--- config.mk ---
export PLATFORM = sky130hd
export DESIGN_NAME = median7_stream_filter_flat
export DESIGN_NICKNAME = d
export VERILOG_FILES = /design/src/hw/rtl/med7_pkg.sv /design/src/hw/rtl/med7_stream_if.sv /design/src/hw/rtl/med7_window.sv /design/src/hw/rtl/med7_sorter.sv /design/src/hw/rtl/median7_stream_filter.sv /design/src/flat_wrapper.sv
export SDC_FILE = /design/constraint.sdc
export NUM_CORES = 2
export LEC_CHECK = 0
export CAP_MARGIN = 20
export CORE_MARGIN = 2
export CORE_UTILIZATION = 35
export CTS_CLUSTER_DIAMETER = 30
export DETAILED_ROUTE_END_ITERATION = 7
export DONT_BUFFER_PORTS = 1
export PLACE_DENSITY = 0.58
export REMOVE_ABC_BUFFERS = 1
export SKIP_CTS_REPAIR_TIMING = 1
export SLEW_MARGIN = 20
export SYNTH_ARGS = -nofsm -noshare
export SYNTH_HDL_FRONTEND = slang
export SYNTH_HIERARCHICAL = 1
export SYNTH_SLANG_ARGS = --single-unit
--- constraint.sdc ---
create_clock -name clk -period 8.3 [get_ports clk]
set_input_delay 0.415 -clock clk [delete_from_list [all_inputs] [get_ports clk]]
set_output_delay 0.415 -clock clk [all_outputs]
set_load 0.05 [all_outputs]
--- src/hw/rtl/med7_pkg.sv ---
// ---------------------------------------------------------------------------
// med7_pkg
// Shared types, constants and key conversion for the seven-tap median filter.
// ---------------------------------------------------------------------------
package med7_pkg;

  localparam int unsigned Taps     = 7;
  localparam int unsigned Center   = 3;
  localparam int unsigned SampleW  = 32;
  localparam int unsigned FlushMax = 4;

  typedef logic [SampleW-1:0] sample_t;
  typedef logic [SampleW-1:0] key_t;
  typedef sample_t [Taps-1:0] window_t;
  typedef logic [2:0]         count_t;

  typedef enum logic [0:0] {
    ST_STREAM = 1'b0,
    ST_FLUSH  = 1'b1
  } state_t;

  // Window plus the tag that travels with it into the sorter.
  typedef struct packed {
    window_t win;
    logic    last;
  } med_req_t;

  // Monotone unsigned key for IEEE order; -0 folded onto +0.
  function automatic key_t to_key(input sample_t x);
    sample_t v;
    v = (x == 32'h8000_0000) ? '0 : x;
    return v[SampleW-1] ? ~v : (v | 32'h8000_0000);
  endfunction

  function automatic sample_t from_key(input key_t k);
    return k[SampleW-1] ? (k ^ 32'h8000_0000) : ~k;
  endfunction

endpackage

--- src/hw/rtl/med7_stream_if.sv ---
// ---------------------------------------------------------------------------
// med7_stream_if
// Valid/ready channel carrying one 32-bit sample and an end-of-run flag.
// ---------------------------------------------------------------------------
interface med7_stream_if;
  logic        valid;
  logic        ready;
  logic [31:0] data;
  logic        last;

  modport source (output valid, output data, output last, input ready);
  modport sink   (input valid, input data, input last, output ready);
endinterface

--- src/hw/rtl/med7_window.sv ---
// ---------------------------------------------------------------------------
// med7_window
// Window shift register and run control; replays the last sample to flush.
// ---------------------------------------------------------------------------
module med7_window import med7_pkg::*; (
  input  logic     clk,
  input  logic     rst,
  input  logic     in_valid,
  input  sample_t  in_sample,
  input  logic     in_final,
  output logic     in_ready,
  output logic     req_valid,
  output med_req_t req,
  input  logic     advance
);

  window_t win;
  window_t win_next;
  count_t  seen_count;
  count_t  seen_count_next;
  state_t  state;
  state_t  state_next;
  logic [1:0] flush_left;
  logic [1:0] flush_left_next;
  logic       req_valid_next;
  logic       req_last;
  logic       req_last_next;
  logic       take;
  // Number of flush steps that produce a result (run length, max 3).
  logic [1:0] run_extra;
  logic [1:0] run_extra_next;

  assign in_ready = (state == ST_STREAM) && advance;
  assign take     = in_valid && in_ready;

  always_comb begin
    state_next      = state;
    win_next        = win;
    seen_count_next = seen_count;
    flush_left_next = flush_left;
    req_valid_next  = req_valid && !advance;
    req_last_next   = req_last;
    unique case (state)
      ST_STREAM: begin
        if (take) begin
          if (seen_count == '0) begin
            win_next = {Taps{in_sample}};
          end else begin
            win_next = {in_sample, win[Taps-1:1]};
          end
          if (in_final) begin
            // centres inside the run: min(len,4); first emitted now if len>=4
            seen_count_next = '0;
            req_valid_next  = (seen_count == count_t'(3)) || (seen_count == count_t'(4));
            req_last_next   = 1'b0;
            flush_left_next = 2'd3;
            state_next      = ST_FLUSH;
          end else begin
            if (seen_count != count_t'(FlushMax)) begin
              seen_count_next = seen_count + count_t'(1);
            end
            req_valid_next = (seen_count == count_t'(3)) || (seen_count == count_t'(4));
            req_last_next  = 1'b0;
          end
        end
      end
      ST_FLUSH: begin
        if (advance) begin
          win_next        = {win[Taps-1], win[Taps-1:1]};
          flush_left_next = flush_left - 2'd1;
          // skip centres before the run start: window replicas make centre
          // equal win[0]; emit only when the centre sample was a real one
          req_valid_next  = (flush_left <= run_extra);
          req_last_next   = (flush_left == 2'd1);
          if (flush_left == 2'd1) begin
            state_next = ST_STREAM;
          end
        end
      end
      default: ;
    endcase
  end

  always_comb begin
    run_extra_next = run_extra;
    if (take && in_final) begin
      run_extra_next = (seen_count >= count_t'(2)) ? 2'd3 : (seen_count[1:0] + 2'd1);
    end
  end

  always_ff @(posedge clk) begin
    if (rst) begin
      state      <= ST_STREAM;
      seen_count <= '0;
      flush_left <= '0;
      run_extra  <= '0;
      req_valid  <= 1'b0;
      win        <= '0;
    end else begin
      state      <= state_next;
      seen_count <= seen_count_next;
      flush_left <= flush_left_next;
      run_extra  <= run_extra_next;
      req_valid  <= req_valid_next;
      win        <= win_next;
    end
  end

  always_ff @(posedge clk) begin
    if (advance) begin
      req_last <= req_last_next;
    end
  end

  assign req = '{win: win, last: req_last};

endmodule

--- src/hw/rtl/med7_sorter.sv ---
// ---------------------------------------------------------------------------
// med7_sorter
// Selection network picking the centre key of seven; result register.
// ---------------------------------------------------------------------------
module med7_sorter import med7_pkg::*; (
  input  logic     clk,
  input  logic     rst,
  input  logic     req_valid,
  input  med_req_t req,
  output logic     advance,
  output logic     out_valid,
  output sample_t  out_data,
  output logic     out_last,
  input  logic     out_ready
);

  key_t    k   [Taps];
  sample_t med;

  // rank count: element i is the median if 3 others lie below it (ties by index)
  always_comb begin
    logic [2:0] below [Taps];
    med = '0;
    for (int i = 0; i < Taps; i++) begin
      k[i] = to_key(req.win[i]);
    end
    for (int i = 0; i < Taps; i++) begin
      below[i] = '0;
      for (int j = 0; j < Taps; j++) begin
        if (j != i) begin
          if ((k[j] < k[i]) || ((k[j] == k[i]) && (j < i))) begin
            below[i] = below[i] + 3'd1;
          end
        end
      end
    end
    for (int i = 0; i < Taps; i++) begin
      if (below[i] == 3'(Center)) begin
        med = from_key(k[i]);
      end
    end
  end

  assign advance = !out_valid || out_ready;

  always_ff @(posedge clk) begin
    if (rst) begin
      out_valid <= 1'b0;
    end else if (advance) begin
      out_valid <= req_valid;
    end
  end

  always_ff @(posedge clk) begin
    if (advance) begin
      out_data <= med;
      out_last <= req.last;
    end
  end

endmodule

--- src/hw/rtl/median7_stream_filter.sv ---
// ---------------------------------------------------------------------------
// median7_stream_filter
// Seven-tap median over runs of IEEE-754 single samples, edge replicated.
// ---------------------------------------------------------------------------
// Latency: a result passes through the window register and then the result register.
// Throughput: one sample per cycle while out is not blocked; after a final
//   sample in.ready is low while the window replays the last sample to flush.
// Reset (rst, synchronous): empties the window, clears the run count and
//   drops any pending result.
module median7_stream_filter import med7_pkg::*; (
  input logic         clk,
  input logic         rst,
  med7_stream_if.sink   in,
  med7_stream_if.source out
);

  // window stage -> sorter/result register
  logic     req_valid;
  med_req_t req;
  logic     advance;

  med7_window u_window (
    .clk       (clk),
    .rst       (rst),
    .in_valid  (in.valid),
    .in_sample (in.data),
    .in_final  (in.last),
    .in_ready  (in.ready),
    .req_valid (req_valid),
    .req       (req),
    .advance   (advance)
  );

  // result register stalls both stages together when out is blocked
  med7_sorter u_sorter (
    .clk       (clk),
    .rst       (rst),
    .req_valid (req_valid),
    .req       (req),
    .advance   (advance),
    .out_valid (out.valid),
    .out_data  (out.data),
    .out_last  (out.last),
    .out_ready (out.ready)
  );

endmodule
--- src/flat_wrapper.sv ---
// flat-port wrapper written by rule: the top's interface ports become plain ports
module median7_stream_filter_flat import med7_pkg::*;
  (clk, rst, in_valid, in_data, in_last, in_ready, out_valid, out_data, out_last, out_ready);
  med7_stream_if in_i ();
  med7_stream_if out_i ();
  input logic clk;
  input logic rst;
  input wire logic [$bits(in_i.valid)-1:0] in_valid;
  input wire logic [$bits(in_i.data)-1:0] in_data;
  input wire logic [$bits(in_i.last)-1:0] in_last;
  output wire logic [$bits(in_i.ready)-1:0] in_ready;
  output wire logic [$bits(out_i.valid)-1:0] out_valid;
  output wire logic [$bits(out_i.data)-1:0] out_data;
  output wire logic [$bits(out_i.last)-1:0] out_last;
  input wire logic [$bits(out_i.ready)-1:0] out_ready;
  assign in_i.valid = in_valid;
  assign in_i.data = in_data;
  assign in_i.last = in_last;
  assign in_ready = in_i.ready;
  assign out_valid = out_i.valid;
  assign out_data = out_i.data;
  assign out_last = out_i.last;
  assign out_i.ready = out_ready;
  median7_stream_filter u_core (.clk(clk), .rst(rst), .in(in_i), .out(out_i));
endmodule
==> run_results.csv <==
group,metric,value,unit
status,run_status,"complete, but fails checks",
status,violations,"hold timing",
worst_setup_path,required,8690,ps
worst_setup_path,start_kind,"flip-flop",
finish,syn_to_final_growth,17.3,%
sta,maxSlewViolCount,0,
power,power_frac_seq,0.127,
global_routing,groute.usage.overall,0.295,
place,hpwl,120000,microns
power,p_int,0.00858,W
sta,maxSlewHeadroom,0.246,
worst_setup_path,path_max_fanout,17,
floorplan,rows,114,
sta,finClkSkew,37.7,ps
sta,period_minus_slack,8240,ps
route,drtPass1Iterations,7,
hold_path,min_path_type,"primary input to flip-flop",
sta,worst_pin_slew,1130,ps
finish,final_cells,5605,
logic_synthesis,syn_area,33900,sq um
route,drc_errors,0,
logic_synthesis,synth_seq_area_share,0.169,
logic_synthesis,synth.most_common_cell,"ha_1",
sta,hold_slack,-14.9,ps
finish,nFillCells,9648,
place,preCtsSetupSlack,-263,ps
global_routing,grt_pass1_wl,219000,microns
place,gp_congestion,1.02,
sta,hold_viol,8,
logic_synthesis,async_reset_ff_frac,0,
clock_tree,clockBufferDepth,3,
global_routing,grt_pass1_vias,32200,
finish,nets,5019,
worst_setup_path,critical_path.max_stage_delay,580,ps
sta,setup_ws,60.4,ps
logic_synthesis,syn_area_per_cell,8.42,sq um
power,p_switching,0.00903,W
power,leakage,17.7,nW
logic_synthesis,yosys-top-cells-count,"687 x ha_1, 430 x nor2_1, 234 x dfxtp_1",
power,irDropWorstVdd,0.761,mV
global_routing,grt_max_degree,235,
logic_synthesis,synth-main-ff-cell,"dfxtp_1",
global_routing,grt-ovfl-total,0,
floorplan,start_util,0.352,
power,power_density,443,nW/um^2
power,p_total,0.0176,W
sta,setup_viol,0,
clock_tree,cts_tree,"yes",
clock_tree,htreeDepth,2,
logic_synthesis,synth_edf_count,34,
logic_synthesis,synth_top_area_frac,0.254,
clock_tree,path_clk_slew,60,ps
global_routing,antenna_found_initial,2,
worst_setup_path,critical_path.endpoint_type,"flip-flop",
route,wirelength,152000,microns
route,routedWlPerCell,27.1,microns
logic_synthesis,ys_seq_elements,268,
route,via_count,34700,
floorplan,die_x,315,microns
clock_tree,numCtsBuffers,41,
clock_tree,clockRootBuffer,"clkbuf_16",
route,antenna_left,0,
place,dp.cells,5509,
power,swShare,0.513,
logic_synthesis,synth_cells,4019,
worst_setup_path,crit_type,"flip-flop to flip-flop",
route,vias_per_cell,6.19,
flow_run,maxCapViolations,0,
logic_synthesis,ys.warnings.count,6,
floorplan,num_io_pins,72,
sta,fmax,0.121,GHz
worst_setup_path,crit_path_frequent_cell,"ha_1",
power,power.share.clock,0.104,
floorplan,dieArea,99200,sq um
worst_setup_path,cp_slowest_cell,"nor2_4",
floorplan,die_y,315,microns
logic_synthesis,ys_types,124,
worst_setup_path,ff2ff_setup_slack,60,ps
logic_synthesis,yosysTopAreaCell,"ha_1",
worst_setup_path,cp.arrival,8630,ps
place,port_buffers,0,
route,drt_iter0_markers,4472,
power,combPwrFrac,0.769,
clock_tree,clock_latency,570,ps
sta,period_share,0.993,
logic_synthesis,yosys-top-cells-area,"ha_1 25%, dfxtp_1 14%, a211oi_2 6.3%, nor2_1 4.8%, nor3_1 3.4%",
clock_tree,cts_sinks,268,
floorplan,core-area,96300,sq um
finish,drive_above_1_share,0.207,
[logic make-up after synthesis]
group           synth area share
xor+xnor                  0.0209
buf+inv                   0.0617
simple gates               0.205
fa+ha+maj                  0.255
compound gates             0.240
flops                      0.169
mux                       0.0491
[critical path: cells and delay by family (launching register included)]
kind	cells	cell delay, ps
compound gates	8	1420
flops	1	370
mux	2	470
fa+ha+maj	5	1410
buf+inv	7	960
xor+xnor	2	590
simple gates	10	2800
[stage by stage]
step	setup TNS, ps	instance area [sq um]	utilization
global placement	-8550	37800	0.393
global route	-160	39700	0.413
detailed placement	-7370	37800	0.393
CTS	-9160	39300	0.408
floorplan	-2909950	32600	-
finish	0	39700	0.413
[registers in the layout, summed over array words and instances (netlist names), named ones only]
name,flops
u_core/u_sorter/out_last,1
u_core/u_sorter/out_valid,1
u_core/u_window/req_last,1
u_core/u_window/req,224
u_core/u_window/state,1
u_core/u_window/run_extra,2
u_core/u_window/seen_count,3
u_core/u_sorter/out_data,32
u_core/u_window/flush_left,2
[worst paths after layout]
check	from	depth (start not counted)	endpoint
worst max-delay path	u_core/u_window/req[61]$_SDFFE_PP0P_	34	u_core/u_sorter/out_data[18]$_DFFE_PP_
worst min-delay path	in_data[30]	2	u_core/u_window/req[223]$_SDFFE_PP0P_
worst min register to register	u_core/u_window/req_last$_SDFFCE_PN0P_	0	u_core/u_sorter/out_last$_DFFE_PP_
worst max register to register	u_core/u_window/req[61]$_SDFFE_PP0P_	34	u_core/u_sorter/out_data[18]$_DFFE_PP_
[power by group through the flow]
stage	combinational [W]	sequential [W]	clock, W
after detailed placement	0.0129	0.00224	0
after global routing	0.0144	0.00224	0.00189
after CTS	0.0129	0.00222	0.00185
final	0.0135	0.00223	0.00184
after global placement	0.0127	0.00224	0
after floorplan	0.00817	0.00220	0
[layout by cell type (no fill, tap or decap), types with 28 or more instances in the layout]
cell | synthesis | routed
a211oi_1 | 74 | 74
a211oi_2 | 170 | 170
a21o_1 | 130 | 130
a21oi_1 | 215 | 214
a221oi_1 | 67 | 67
and2_1 | 41 | 41
buf_4 | 2 | 419
clkbuf_16 | 0 | 44
dfxtp_1 | 234 | 234
edfxtp_1 | 34 | 34
ha_1 | 687 | 687
inv_1 | 226 | 225
mux2_2 | 51 | 51
mux2i_1 | 106 | 97
nand2_1 | 216 | 216
nand3_1 | 75 | 75
nand4_1 | 125 | 125
nor2_1 | 430 | 429
nor3_1 | 233 | 232
nor4_1 | 64 | 48
o211ai_2 | 30 | 30
o21a_1 | 28 | 28
o21ai_0 | 104 | 103
or3_1 | 30 | 29
or4_1 | 29 | 29
xnor2_1 | 39 | 39
[layer usage]
metal / track usage / share of wire / vias up
li1: - / - / 15800
met1: 0.419 / 0.44 / 16700
met2: 0.435 / 0.41 / 1904
met3: 0.0437 / 0.094 / 318
met4: 0.133 / 0.052 / 0
met5: 0 / 0 / -
[final cells by class]
| type | count | area [sq um] | area share |
|---|---|---|---|
| Sequential cell | 268 | 5710 | 0.144 |
| Inverter | 229 | 865 | 0.0218 |
| Clock buffer | 49 | 1130 | 0.0284 |
| Clock inverter | 26 | 304 | 0.00765 |
| Antenna cell | 2 | 5.00 | 0.000126 |
| Multi-Input combinational cell | 3303 | 26500 | 0.666 |
| Timing Repair Buffer | 452 | 3660 | 0.0922 |
| Tap cell | 1276 | 1600 | 0.0402 |
Power figures use the tool's default switching activity.
